==> src/rtl/sha_pkg.sv <==
package sha_pkg;

  typedef logic [31:0] word_t;

  typedef struct packed {
    logic [15:0][31:0] words;
    logic              fin;
  } blk_t;

  localparam logic [7:0] PAD_MARK = 8'h80;
  localparam logic [5:0] LEN_POS  = 6'd56;

  function automatic word_t init_hash(input logic [2:0] i);
    word_t r;
    case (i)
      3'd0: r = 32'h6a09e667;
      3'd1: r = 32'hbb67ae85;
      3'd2: r = 32'h3c6ef372;
      3'd3: r = 32'ha54ff53a;
      3'd4: r = 32'h510e527f;
      3'd5: r = 32'h9b05688c;
      3'd6: r = 32'h1f83d9ab;
      default: r = 32'h5be0cd19;
    endcase
    return r;
  endfunction

  function automatic word_t round_k(input logic [5:0] i);
    word_t r;
    case (i)
      6'd0: r = 32'h428a2f98;  6'd1: r = 32'h71374491;  6'd2: r = 32'hb5c0fbcf;
      6'd3: r = 32'he9b5dba5;  6'd4: r = 32'h3956c25b;  6'd5: r = 32'h59f111f1;
      6'd6: r = 32'h923f82a4;  6'd7: r = 32'hab1c5ed5;  6'd8: r = 32'hd807aa98;
      6'd9: r = 32'h12835b01;  6'd10: r = 32'h243185be; 6'd11: r = 32'h550c7dc3;
      6'd12: r = 32'h72be5d74; 6'd13: r = 32'h80deb1fe; 6'd14: r = 32'h9bdc06a7;
      6'd15: r = 32'hc19bf174; 6'd16: r = 32'he49b69c1; 6'd17: r = 32'hefbe4786;
      6'd18: r = 32'h0fc19dc6; 6'd19: r = 32'h240ca1cc; 6'd20: r = 32'h2de92c6f;
      6'd21: r = 32'h4a7484aa; 6'd22: r = 32'h5cb0a9dc; 6'd23: r = 32'h76f988da;
      6'd24: r = 32'h983e5152; 6'd25: r = 32'ha831c66d; 6'd26: r = 32'hb00327c8;
      6'd27: r = 32'hbf597fc7; 6'd28: r = 32'hc6e00bf3; 6'd29: r = 32'hd5a79147;
      6'd30: r = 32'h06ca6351; 6'd31: r = 32'h14292967; 6'd32: r = 32'h27b70a85;
      6'd33: r = 32'h2e1b2138; 6'd34: r = 32'h4d2c6dfc; 6'd35: r = 32'h53380d13;
      6'd36: r = 32'h650a7354; 6'd37: r = 32'h766a0abb; 6'd38: r = 32'h81c2c92e;
      6'd39: r = 32'h92722c85; 6'd40: r = 32'ha2bfe8a1; 6'd41: r = 32'ha81a664b;
      6'd42: r = 32'hc24b8b70; 6'd43: r = 32'hc76c51a3; 6'd44: r = 32'hd192e819;
      6'd45: r = 32'hd6990624; 6'd46: r = 32'hf40e3585; 6'd47: r = 32'h106aa070;
      6'd48: r = 32'h19a4c116; 6'd49: r = 32'h1e376c08; 6'd50: r = 32'h2748774c;
      6'd51: r = 32'h34b0bcb5; 6'd52: r = 32'h391c0cb3; 6'd53: r = 32'h4ed8aa4a;
      6'd54: r = 32'h5b9cca4f; 6'd55: r = 32'h682e6ff3; 6'd56: r = 32'h748f82ee;
      6'd57: r = 32'h78a5636f; 6'd58: r = 32'h84c87814; 6'd59: r = 32'h8cc70208;
      6'd60: r = 32'h90befffa; 6'd61: r = 32'ha4506ceb; 6'd62: r = 32'hbef9a3f7;
      default: r = 32'hc67178f2;
    endcase
    return r;
  endfunction

  function automatic word_t big_sig0(input word_t x);
    return {x[1:0], x[31:2]} ^ {x[12:0], x[31:13]} ^ {x[21:0], x[31:22]};
  endfunction

  function automatic word_t big_sig1(input word_t x);
    return {x[5:0], x[31:6]} ^ {x[10:0], x[31:11]} ^ {x[24:0], x[31:25]};
  endfunction

  function automatic word_t sml_sig0(input word_t x);
    return {x[6:0], x[31:7]} ^ {x[17:0], x[31:18]} ^ {3'b000, x[31:3]};
  endfunction

  function automatic word_t sml_sig1(input word_t x);
    return {x[16:0], x[31:17]} ^ {x[18:0], x[31:19]} ^ {10'h000, x[31:10]};
  endfunction

endpackage

==> src/rtl/sha_fifo.sv <==
module sha_fifo (
  input  logic          clk,
  input  logic          rst_n,
  input  logic          push_valid,
  output logic          push_ready,
  input  sha_pkg::blk_t push_data,
  output logic          pop_valid,
  input  logic          pop_ready,
  output sha_pkg::blk_t pop_data
);

  sha_pkg::blk_t ent_r [2];
  logic       wr_ptr_r, rd_ptr_r;
  logic [1:0] cnt_r;
  logic       do_push, do_pop;

  assign push_ready = (cnt_r != 2'd2);
  assign pop_valid  = (cnt_r != 2'd0);
  assign pop_data   = ent_r[rd_ptr_r];
  assign do_push    = push_valid && push_ready;
  assign do_pop     = pop_valid && pop_ready;

  always_ff @(posedge clk) begin
    if (!rst_n) begin
      wr_ptr_r <= 1'b0;
      rd_ptr_r <= 1'b0;
      cnt_r    <= 2'd0;
    end else begin
      if (do_push) wr_ptr_r <= ~wr_ptr_r;
      if (do_pop) rd_ptr_r <= ~rd_ptr_r;
      if (do_push && !do_pop) cnt_r <= cnt_r + 2'd1;
      else if (do_pop && !do_push) cnt_r <= cnt_r - 2'd1;
    end
  end

  always_ff @(posedge clk) begin
    if (do_push) ent_r[wr_ptr_r] <= push_data;
  end

`ifndef SYNTHESIS
  a_cnt_range: assert property (@(posedge clk) disable iff (!rst_n) cnt_r != 2'd3)
    else $error("fifo count out of range");
  a_cnt_ptr: assert property (@(posedge clk) disable iff (!rst_n)
    (cnt_r == 2'd0 || cnt_r == 2'd2) |-> (wr_ptr_r == rd_ptr_r))
    else $error("fifo pointers disagree with count");
`endif

endmodule

==> src/rtl/sha_front.sv <==
module sha_front (
  input  logic          clk,
  input  logic          rst_n,
  input  logic [7:0]    in_msg_byte,
  input  logic          in_byte_valid,
  input  logic          in_end_of_message,
  input  logic          in_valid,
  output logic          in_ready,
  output logic          blk_valid,
  input  logic          blk_ready,
  output sha_pkg::blk_t blk
);

  typedef enum logic [2:0] {S_IN, S_MARK, S_ZERO, S_LEN, S_PUSH} state_t;

  state_t            state_r, state_nxt, ret_r, ret_nxt, tgt;
  logic [5:0]        fill_r, fill_nxt;
  logic [63:0]       cnt_r, cnt_nxt, len_r, len_nxt;
  logic [2:0]        lenb_r, lenb_nxt;
  logic              fin_r, fin_nxt;
  logic [15:0][31:0] words_r, words_nxt;
  logic              put_en;
  logic [7:0]        put_b;
  logic [1:0]        bsel;

  assign in_ready  = (state_r == S_IN);
  assign blk_valid = (state_r == S_PUSH);
  assign blk.words = words_r;
  assign blk.fin   = fin_r;
  assign bsel      = 2'd3 - fill_r[1:0];

  always_comb begin
    state_nxt = state_r;
    ret_nxt   = ret_r;
    cnt_nxt   = cnt_r;
    len_nxt   = len_r;
    lenb_nxt  = lenb_r;
    fin_nxt   = fin_r;
    put_en    = 1'b0;
    put_b     = 8'h00;
    tgt       = state_r;
    case (state_r)
      S_IN: begin
        if (in_valid) begin
          tgt = in_end_of_message ? S_MARK : S_IN;
          if (in_byte_valid) begin
            put_en  = 1'b1;
            put_b   = in_msg_byte;
            cnt_nxt = cnt_r + 64'd8;
          end
          if (in_end_of_message) begin
            len_nxt  = in_byte_valid ? cnt_r + 64'd8 : cnt_r;
            cnt_nxt  = '0;
            lenb_nxt = 3'd0;
          end
          state_nxt = tgt;
        end
      end
      S_MARK: begin
        put_en    = 1'b1;
        put_b     = sha_pkg::PAD_MARK;
        tgt       = (fill_r + 6'd1 == sha_pkg::LEN_POS) ? S_LEN : S_ZERO;
        state_nxt = tgt;
      end
      S_ZERO: begin
        put_en    = 1'b1;
        tgt       = (fill_r + 6'd1 == sha_pkg::LEN_POS) ? S_LEN : S_ZERO;
        state_nxt = tgt;
      end
      S_LEN: begin
        put_en   = 1'b1;
        put_b    = len_r[{3'd7 - lenb_r, 3'b000} +: 8];
        lenb_nxt = lenb_r + 3'd1;
        if (lenb_r == 3'd7) begin
          tgt     = S_IN;
          fin_nxt = 1'b1;
        end else begin
          tgt = S_LEN;
        end
        state_nxt = tgt;
      end
      S_PUSH: begin
        if (blk_ready) begin
          state_nxt = ret_r;
          fin_nxt   = 1'b0;
        end
      end
      default: state_nxt = S_IN;
    endcase
    // a byte landing at offset 63 closes the block: hand it off first
    if (put_en && fill_r == 6'd63) begin
      ret_nxt   = tgt;
      state_nxt = S_PUSH;
    end
  end

  always_comb begin
    words_nxt = words_r;
    fill_nxt  = fill_r;
    if (put_en) begin
      if (fill_r[1:0] == 2'd0) words_nxt[fill_r[5:2]] = {put_b, 24'h000000};
      else words_nxt[fill_r[5:2]][{bsel, 3'b000} +: 8] = put_b;
      fill_nxt = fill_r + 6'd1;
    end
  end

  always_ff @(posedge clk) begin
    if (!rst_n) begin
      state_r <= S_IN;
      ret_r   <= S_IN;
      fill_r  <= '0;
      cnt_r   <= '0;
      lenb_r  <= '0;
      fin_r   <= 1'b0;
    end else begin
      state_r <= state_nxt;
      ret_r   <= ret_nxt;
      fill_r  <= fill_nxt;
      cnt_r   <= cnt_nxt;
      lenb_r  <= lenb_nxt;
      fin_r   <= fin_nxt;
    end
  end

  always_ff @(posedge clk) begin
    words_r <= words_nxt;
    len_r   <= len_nxt;
  end

`ifndef SYNTHESIS
  a_push_full: assert property (@(posedge clk) disable iff (!rst_n)
    (state_r == S_PUSH) |-> (fill_r == 6'd0))
    else $error("block handed off before it is full");
`endif

endmodule

==> src/rtl/sha_core.sv <==
module sha_core (
  input  logic          clk,
  input  logic          rst_n,
  input  logic          blk_valid,
  output logic          blk_ready,
  input  sha_pkg::blk_t blk,
  output logic          out_valid,
  input  logic          out_ready,
  output logic [31:0]   out_digest_word,
  output logic [2:0]    out_word_index,
  output logic          out_last_word
);

  typedef enum logic [1:0] {C_IDLE, C_RUN, C_DONE} state_t;

  state_t            state_r;
  logic [5:0]        rnd_r;
  logic              fin_r;
  logic [7:0][31:0]  chain_r, v_r, dig_r, sum;
  logic [15:0][31:0] w_r;
  logic              ov_r;
  logic [2:0]        idx_r;
  sha_pkg::word_t    t1, t2, w_new;

  assign blk_ready       = (state_r == C_IDLE);
  assign out_valid       = ov_r;
  assign out_digest_word = dig_r[idx_r];
  assign out_word_index  = idx_r;
  assign out_last_word   = (idx_r == 3'd7);

  assign t1 = v_r[7] + sha_pkg::big_sig1(v_r[4]) + ((v_r[4] & v_r[5]) ^ (~v_r[4] & v_r[6]))
            + sha_pkg::round_k(rnd_r) + w_r[0];
  assign t2 = sha_pkg::big_sig0(v_r[0])
            + ((v_r[0] & v_r[1]) ^ (v_r[0] & v_r[2]) ^ (v_r[1] & v_r[2]));
  assign w_new = sha_pkg::sml_sig1(w_r[14]) + w_r[9] + sha_pkg::sml_sig0(w_r[1]) + w_r[0];

  always_comb begin
    for (int i = 0; i < 8; i++) sum[i] = chain_r[i] + v_r[i];
  end

  always_ff @(posedge clk) begin
    if (!rst_n) begin
      state_r <= C_IDLE;
      rnd_r   <= '0;
      fin_r   <= 1'b0;
      ov_r    <= 1'b0;
      idx_r   <= '0;
      for (int i = 0; i < 8; i++) chain_r[i] <= sha_pkg::init_hash(3'(i));
    end else begin
      if (ov_r && out_ready) begin
        if (idx_r == 3'd7) ov_r <= 1'b0;
        idx_r <= idx_r + 3'd1;
      end
      case (state_r)
        C_IDLE: begin
          if (blk_valid) begin
            fin_r   <= blk.fin;
            rnd_r   <= '0;
            state_r <= C_RUN;
          end
        end
        C_RUN: begin
          rnd_r <= rnd_r + 6'd1;
          if (rnd_r == 6'd63) state_r <= C_DONE;
        end
        C_DONE: begin
          if (!fin_r) begin
            chain_r <= sum;
            state_r <= C_IDLE;
          end else if (!ov_r) begin
            // last block of a message: park digest, restart chain
            for (int i = 0; i < 8; i++) chain_r[i] <= sha_pkg::init_hash(3'(i));
            ov_r    <= 1'b1;
            idx_r   <= '0;
            state_r <= C_IDLE;
          end
        end
        default: state_r <= C_IDLE;
      endcase
    end
  end

  always_ff @(posedge clk) begin
    if (state_r == C_IDLE && blk_valid) begin
      w_r <= blk.words;
      v_r <= chain_r;
    end else if (state_r == C_RUN) begin
      for (int i = 0; i < 15; i++) w_r[i] <= w_r[i+1];
      w_r[15] <= w_new;
      v_r[7] <= v_r[6];
      v_r[6] <= v_r[5];
      v_r[5] <= v_r[4];
      v_r[4] <= v_r[3] + t1;
      v_r[3] <= v_r[2];
      v_r[2] <= v_r[1];
      v_r[1] <= v_r[0];
      v_r[0] <= t1 + t2;
    end
    if (state_r == C_DONE && fin_r && !ov_r) dig_r <= sum;
  end

`ifndef SYNTHESIS
  a_idle_rnd: assert property (@(posedge clk) disable iff (!rst_n)
    (state_r == C_IDLE) |-> (rnd_r == 6'd0 || rnd_r == 6'd63 + 6'd1))
    else $error("round counter not at start while idle");
  a_dig_hold: assert property (@(posedge clk) disable iff (!rst_n)
    (ov_r && !out_ready) |=> $stable(dig_r) && $stable(idx_r))
    else $error("digest changed under a stalled beat");
`endif

endmodule

==> src/rtl/sha256_message_hasher_top.sv <==
// SHA-256 message hasher.
// Input channel: one beat per message byte (in_msg_byte, qualified by
// in_byte_valid); in_end_of_message closes the message, a valid byte in the
// same beat counts first. A beat with neither flag set does nothing.
// Output channel: after each message end, eight beats carry the digest,
// word 0 (most significant) first, out_word_index 0..7, out_last_word on 7.
// The packer takes a byte whenever in_ready is high and drops in_ready to
// hand off each 64-byte block as it fills; the core works each block in
// steps (load, 64 rounds, chain update) and takes no new block until done.
// Padding is written a byte per cycle, apart from block hand-offs (9 to 72
// bytes for the end of a message). A two-block queue sits between packer and
// core, so bytes keep flowing while a block compresses.
// The digest sits in its own register; a stalled receiver only holds up the
// core once the next message's final block is done.
// Reset (rst_n low, synchronous) empties the queue, clears byte and bit
// counts and loads the initial hash values.
module sha256_message_hasher_top (
  input  logic        clk,
  input  logic        rst_n,
  input  logic        in_valid,
  output logic        in_ready,
  input  logic [7:0]  in_msg_byte,
  input  logic        in_byte_valid,
  input  logic        in_end_of_message,
  output logic        out_valid,
  input  logic        out_ready,
  output logic [31:0] out_digest_word,
  output logic [2:0]  out_word_index,
  output logic        out_last_word
);

  sha_pkg::blk_t f_blk, q_blk;
  logic          f_valid, f_ready, q_valid, q_ready;

  sha_front u_front (
    .clk               (clk),
    .rst_n             (rst_n),
    .in_msg_byte       (in_msg_byte),
    .in_byte_valid     (in_byte_valid),
    .in_end_of_message (in_end_of_message),
    .in_valid          (in_valid),
    .in_ready          (in_ready),
    .blk_valid         (f_valid),
    .blk_ready         (f_ready),
    .blk               (f_blk)
  );

  sha_fifo u_fifo (
    .clk        (clk),
    .rst_n      (rst_n),
    .push_valid (f_valid),
    .push_ready (f_ready),
    .push_data  (f_blk),
    .pop_valid  (q_valid),
    .pop_ready  (q_ready),
    .pop_data   (q_blk)
  );

  sha_core u_core (
    .clk             (clk),
    .rst_n           (rst_n),
    .blk_valid       (q_valid),
    .blk_ready       (q_ready),
    .blk             (q_blk),
    .out_valid       (out_valid),
    .out_ready       (out_ready),
    .out_digest_word (out_digest_word),
    .out_word_index  (out_word_index),
    .out_last_word   (out_last_word)
  );

endmodule

==> config.mk <==
export PLATFORM = sky130hd
export DESIGN_NAME = sha256_message_hasher_top
export DESIGN_NICKNAME = d
export VERILOG_FILES = /design/src/rtl/sha_pkg.sv /design/src/rtl/sha_fifo.sv /design/src/rtl/sha_front.sv /design/src/rtl/sha_core.sv /design/src/rtl/sha256_message_hasher_top.sv
export SDC_FILE = /design/constraint.sdc
export NUM_CORES = 2
export LEC_CHECK = 0
export BUFFER_PORTS_ARGS = -buffer_cell sky130_fd_sc_hd__buf_2
export CORE_MARGIN = 2
export CORE_UTILIZATION = 60
export DETAILED_ROUTE_END_ITERATION = 7
export HOLD_SLACK_MARGIN = 0.1
export PLACE_DENSITY = 0.79
export REMOVE_ABC_BUFFERS = 1
export SLEW_MARGIN = 20
export SYNTH_ARGS = -nofsm -noshare
export SYNTH_HDL_FRONTEND = slang
export SYNTH_SLANG_ARGS = --single-unit
==> constraint.sdc <==
create_clock -name clk -period 32.4 [get_ports clk]
set_clock_uncertainty 0.2 [all_clocks]
set_input_delay 0 -clock clk [delete_from_list [all_inputs] [get_ports clk]]
set_output_delay 0 -clock clk [all_outputs]
set_load 0.05 [all_outputs]
# == Word level (Yosys, flattened, before mapping) ==
# Memories as Yosys holds them, arrays and structs flattened. A register that Yosys moved wholly into a read port is not among the register bits.
# Index checks and enable logic that the tools add are counted.
# totals
in_bits,14
romBits,2048
out_inout_bits,38
ff_bits,1953
mem_count,2
ramBits,1026
# classes
order_cmp,3
n_mux,61
n_addsub,28
bitwise,20
reduce_logical,32
eq_ne,21
shifts,3
# memory_table
memory,depth,word_bits,rd,rd_clocked_by_memory_dff,wr,line_no,source
(name not given),64,32,1,1,0,sha_pkg.sv:30,case (i)
u_fifo.ent_r,2,513,1,1,1,sha_fifo.sv:12,sha_pkg::blk_t ent_r [2];
# ops
cell,count
2-to-1 mux 512 bit,3
bitwise mux 512 bit,2
2-to-1 mux 256 bit,4
adder 32 bit,18
bitwise XOR 32 bit,9
demux 32 bit (select 4 bit),2
AND 32 bit,5
2-to-1 mux 64 bit,2
binary-select mux 32 bit (select 3 bit),1
2-to-1 mux 32 bit,3
"adder 64 x 4 -> 64 bit, second input constant",1
indexed part select 64 x 7 -> 8 bit,1
NOT 32 bit,1
"variable shift 8 x 7 -> 32 bit, first input constant",1
indexed part select 8 x 7 -> 32 bit,1
bitwise XOR 32 x 22 -> 32 bit,1
bitwise XOR 32 x 29 -> 32 bit,1
2-to-1 mux 3 bit,9
one-hot mux 8 bit (3 select lines),1
"== test 6 bit, second input constant",3
2-to-1 mux 6 bit,3
2-to-1 mux 8 bit,2
2-to-1 mux 1 bit,15
2-to-1 mux 2 bit,7
other kinds (34),72

# == Depth between registers and ports, before layout ==
# logic_depth
depth_word,9
ltp_mapped,34

# == By module ==
# From an unflattened synthesis, not the netlist that was laid out.
# unflattened
hier_cells,11789
hier_area_um2,144534.9
# modules_own_cells
mod,instances,cells_per_inst,area_each_um2
sha_core,1,8164,79703.9
sha_fifo,1,1620,39319.0
sha_front,1,2005,25512.0

# == Worst setup path before layout ==
# OpenSTA, ideal clock, no wires.
# synth_timing
path_type,reg2reg
start,reg u_front.state_r[1]
end,reg u_fifo.wr_ptr_r
n_path_buf,1
path_stages_with_launch,7
arrival_time_ns,23.807
slack_ns,8.234
cell_sequence,dfxtp_1 > clkbuf_1 > nor2_1 > nand2_1 > or2_2 > nor2_1 > o21a_1
# synth_via
elab_chain_cells,2
# synth_rtl
element,line_no,source
start: declaration,sha_front.sv:16,"state_t state_r, state_nxt, ret_r, ret_nxt, tgt;"
start signal: assignment,sha_front.sv:116,state_r <= state_nxt;
== test 3 bit,sha_front.sv:27,assign blk_valid = (state_r == S_PUSH);
logical AND 1 bit,sha_fifo.sv:20,assign do_push = push_valid && push_ready;
end signal: assignment,sha_fifo.sv:29,if (do_push) wr_ptr_r <= ~wr_ptr_r;
end: declaration,sha_fifo.sv:13,"logic wr_ptr_r, rd_ptr_r;"
# Every way passes these cells.
# A chain may end at the register's enable or synchronous reset.

# == Worst setup path after layout ==
# layout_timing
start,reg u_core.v_r[135] in the netlist's numbering
end,"reg u_core.v_r[30] in the netlist's numbering, data pin"
# layout_via
elab_chain_cells,9
elab_cells_between_ends,13
cone_classes,add/sub (5); mux (2); bitwise (6)
# layout_rtl
element,line_no,source
start: declaration,sha_core.sv:19,"logic [7:0][31:0] chain_r, v_r, dig_r, sum;"
start signal: assignment,sha_core.sv:86,v_r <= chain_r;
bitwise XOR 32 bit or NOT 32 bit (tied branches),"sha_pkg.sv:62, sha_core.sv:31",
bitwise XOR 32 bit or AND 32 bit (tied branches),"sha_pkg.sv:62, sha_core.sv:31",
adder 32 bit or bitwise XOR 32 bit (tied branches),sha_core.sv:31,assign t1 = v_r[7] + sha_pkg::big_sig1(v_r[4]) + ((v_r[4] & v_r[5]) ^ (~v_r[4] & v_r[6]))
adder 32 bit (*),sha_core.sv:31,
adder 32 bit (*) (2 in series),sha_core.sv:32,+ sha_pkg::round_k(rnd_r) + w_r[0];
adder 32 bit (*),sha_core.sv:97,v_r[0] <= t1 + t2;
2-to-1 mux 256 bit (*),sha_core.sv:87,end else if (state_r == C_RUN) begin
2-to-1 mux 256 bit (*),sha_core.sv:84,if (state_r == C_IDLE && blk_valid) begin
# Every way passes the cells marked *; elsewhere a longest branch is shown, timed or not. The select of a mux whose other input is x is not followed.

==> reports/metrics.cfg <==
[synthesis]
syn_area_per_cell_sq_um = 12.5
netlist_instances = 11232
ys_top_cells_by_count = edfxtp_1 (2623), nand2_1 (1461), nor2_1 (944)
synth-xor-area-share = 0.0407
synthAdderAreaFrac = 0.0652
synth_top_family_by_area = compound AO/OA/AOI/OAI gates
synth-compound-area-share = 0.102
synth_edf_count = 2623
synth_top_area_share = 0.562
ys_types = 108
yosys-mux-area-fraction = 0.0553
synth_most_common_cell = edfxtp_1
synthSimpleGateAreaFrac = 0.0956
ys.warnings.count = 0
syn_area_sq_um = 140000
ys_seq_elements = 3006
seq_area_frac_synth = 0.616
async_reset_ff_frac = 0
synth_flop_cell = edfxtp_1
synth_area_leader_cell = edfxtp_1
synth_area_leaders = edfxtp_1 (56%), dfxtp_1 (5.5%), mux2i_1 (3.9%)

[routing]
dr.pass1.iters = 8
first_iter_violations = 10756
drc = 0
vias = 92855
vias_per_cell = 6.41
drt_wl_total_microns = 400000
ant_nets = 0
wl_per_cell_microns = 27.6

[floorplanning]
ioPinCount = 52
die_w_microns = 487
die_h_microns = 487
row_count = 177
start_util = 0.603
core_area_sq_um = 233000
dieArea_sq_um = 238000

[placement]
port_buffers = 51
dp_hpwl_microns = 267000
gp_congestion = 0.978

[timing]
relSlewSlack = 0.155
rsz0062_at_grt = false
slew_violations = 0
finalSetupTns_ns = 0
fin_crit_sh = 0.277
setup_viol = 0
fin_crit_ns = 8.99
tightestPinTransition_ns = 1.25
max_freq_mhz = 111
report.final.hold_viol_count = 0

[setup_path]
critPathRequiredTime_ns = 32.87
critPathKind = flip-flop to flip-flop
critical-path-max-stage-delay_ns = 0.58
worstPathArrival_ns = 9.46
end_kind = flip-flop
startpoint_type = flip-flop
cp_max_fo = 6
crit_top_cell = a21o_1
crit_path_top_delay_cell = edfxtp_1

[cts]
cts_resized = 0
path_clk_slew_ns = 0.06
clkSinkCount = 3006
cts_hold_buf = 27
ctsHtreeMaxLevel = 5
cts_tree = done
cts-buffers-inserted = 318
cts.path.max_buffers = 4
post_cts_buffers = 0
clkLatencyLatePin_ns = 0.98
clock-root-buffer = clkbuf_16

[grt]
grt_max_degree = 217
grt_usage = 0.333
grt_pass1_wl_microns = 589000
grt_pass1_vias = 92181
antenna_found_initial = 18
grt.overflow.total = 0

[run_status]
status = finished clean

[job]
cap_violations = 0

[finish]
n_fill_cell = 16187
utilization = 0.663
syn_to_final_growth_pct = 9.94
drive_gt1_frac = 0.0780
num-nets-final = 11815

[min_path]
hold_class = primary input to flip-flop

[layout make-up]
cell class | instances | area (sq um) | share of cell area
sequential | 3006 | 86400 | 0.561
multi-input combinational | 7298 | 50500 | 0.327
clock buffer | 402 | 8600 | 0.0558
tap | 3043 | 3810 | 0.0247
timing repair buffer | 243 | 1860 | 0.0121
clock inverter | 153 | 1690 | 0.0110
inverter | 337 | 1280 | 0.00830
antenna | 6 | 15.0 | 0.0000974
[worst paths after layout]
| path | start | slack [ns] | cells after the start | end |
|---|---|---|---|---|
| max | u_core.v_r[135] | 23.41 | 32 | u_core.v_r[30] |
| min | in_valid | 0.20 | 6 | u_front.cnt_r[4] |
| max reg2reg | u_core.v_r[135] | 23.41 | 32 | u_core.v_r[30] |
| min reg2reg | u_front.blk[404] | 0.21 | 0 | u_fifo.ent_r[0][404] |
[per-layer routing]
layer | track usage | share of wire
met4 | 0.182 | 0.062
met2 | 0.548 | 0.48
met3 | 0.0503 | 0.083
met5 | 0 | 0.00013
met1 | 0.427 | 0.37
[layout by cell type, fill, tap and decap left out, drive strengths merged, types with 106 or more instances in the layout]
cell / count
fa: 195
edfxtp: 2623
a21oi: 416
nand3: 115
a21o: 189
nand2: 1461
a221o: 137
nor2: 944
inv: 342
buf: 217
nor2b: 180
clkbuf: 402
ha: 402
o21ai: 856
xnor2: 464
xor2: 186
a22oi: 106
dfxtp: 383
mux2i: 549
[per-stage QoR]
| step | setup slack (ns) | instance area, sq um | hold WS [ns] | std cells |
|---|---|---|---|---|
| floorplan | -24.81 | 138000 | -0.0825 | 10641 |
| global placement | 23.68 | 144000 | 0.107 | 13900 |
| detailed placement | 23.56 | 144000 | 0.113 | 13900 |
| CTS | 23.51 | 154000 | 0.124 | 14482 |
| global route | 23.02 | 154000 | 0.180 | 14486 |
| finish | 23.41 | 154000 | 0.202 | 14488 |
[state kept, by name, indices dropped and copies added (netlist names), 2 cells and up, named ones only]
name	flops
u_core.v_r	256
u_core.state_r	2
u_front.fill_r	6
u_core.out_word_index	3
u_front.state_r	3
u_core.chain_r	256
u_front.cnt_r	61
u_core.w_r	512
u_front.len_r	61
u_front.blk	512
u_fifo.ent_r	1026
u_fifo.cnt_r	2
u_front.lenb_r	3
u_core.dig_r	256
u_core.rnd_r	6
u_front.ret_r	3
[critical path: cells and delay by family, from the launching register on]
family / cells / cell delay (ns)
AO/OA/AOI/OAI: 15 / 2.86
flip-flops: 1 / 0.58
XOR/XNOR: 3 / 0.96
buffers and inverters: 1 / 0.04
AND/OR/NAND/NOR: 6 / 1.01
adder cells (fa/ha/maj): 7 / 3.07
[kinds of logic (layout without fill, tap and decap cells)]
family                   count (synthesis)  count (layout)
XOR/XNOR                               651             651
multiplexers                           670             670
buffers and inverters                  928            1135
adder cells (fa/ha/maj)                618             618
flip-flops                            3006            3006
other                                    0               6
AND/OR/NAND/NOR                       3118            3118
AO/OA/AOI/OAI                         2241            2241
Power is left out: the tool's default activity adds up to more than one toggle a clock period on the data nets, which glitch-free logic cannot reach.
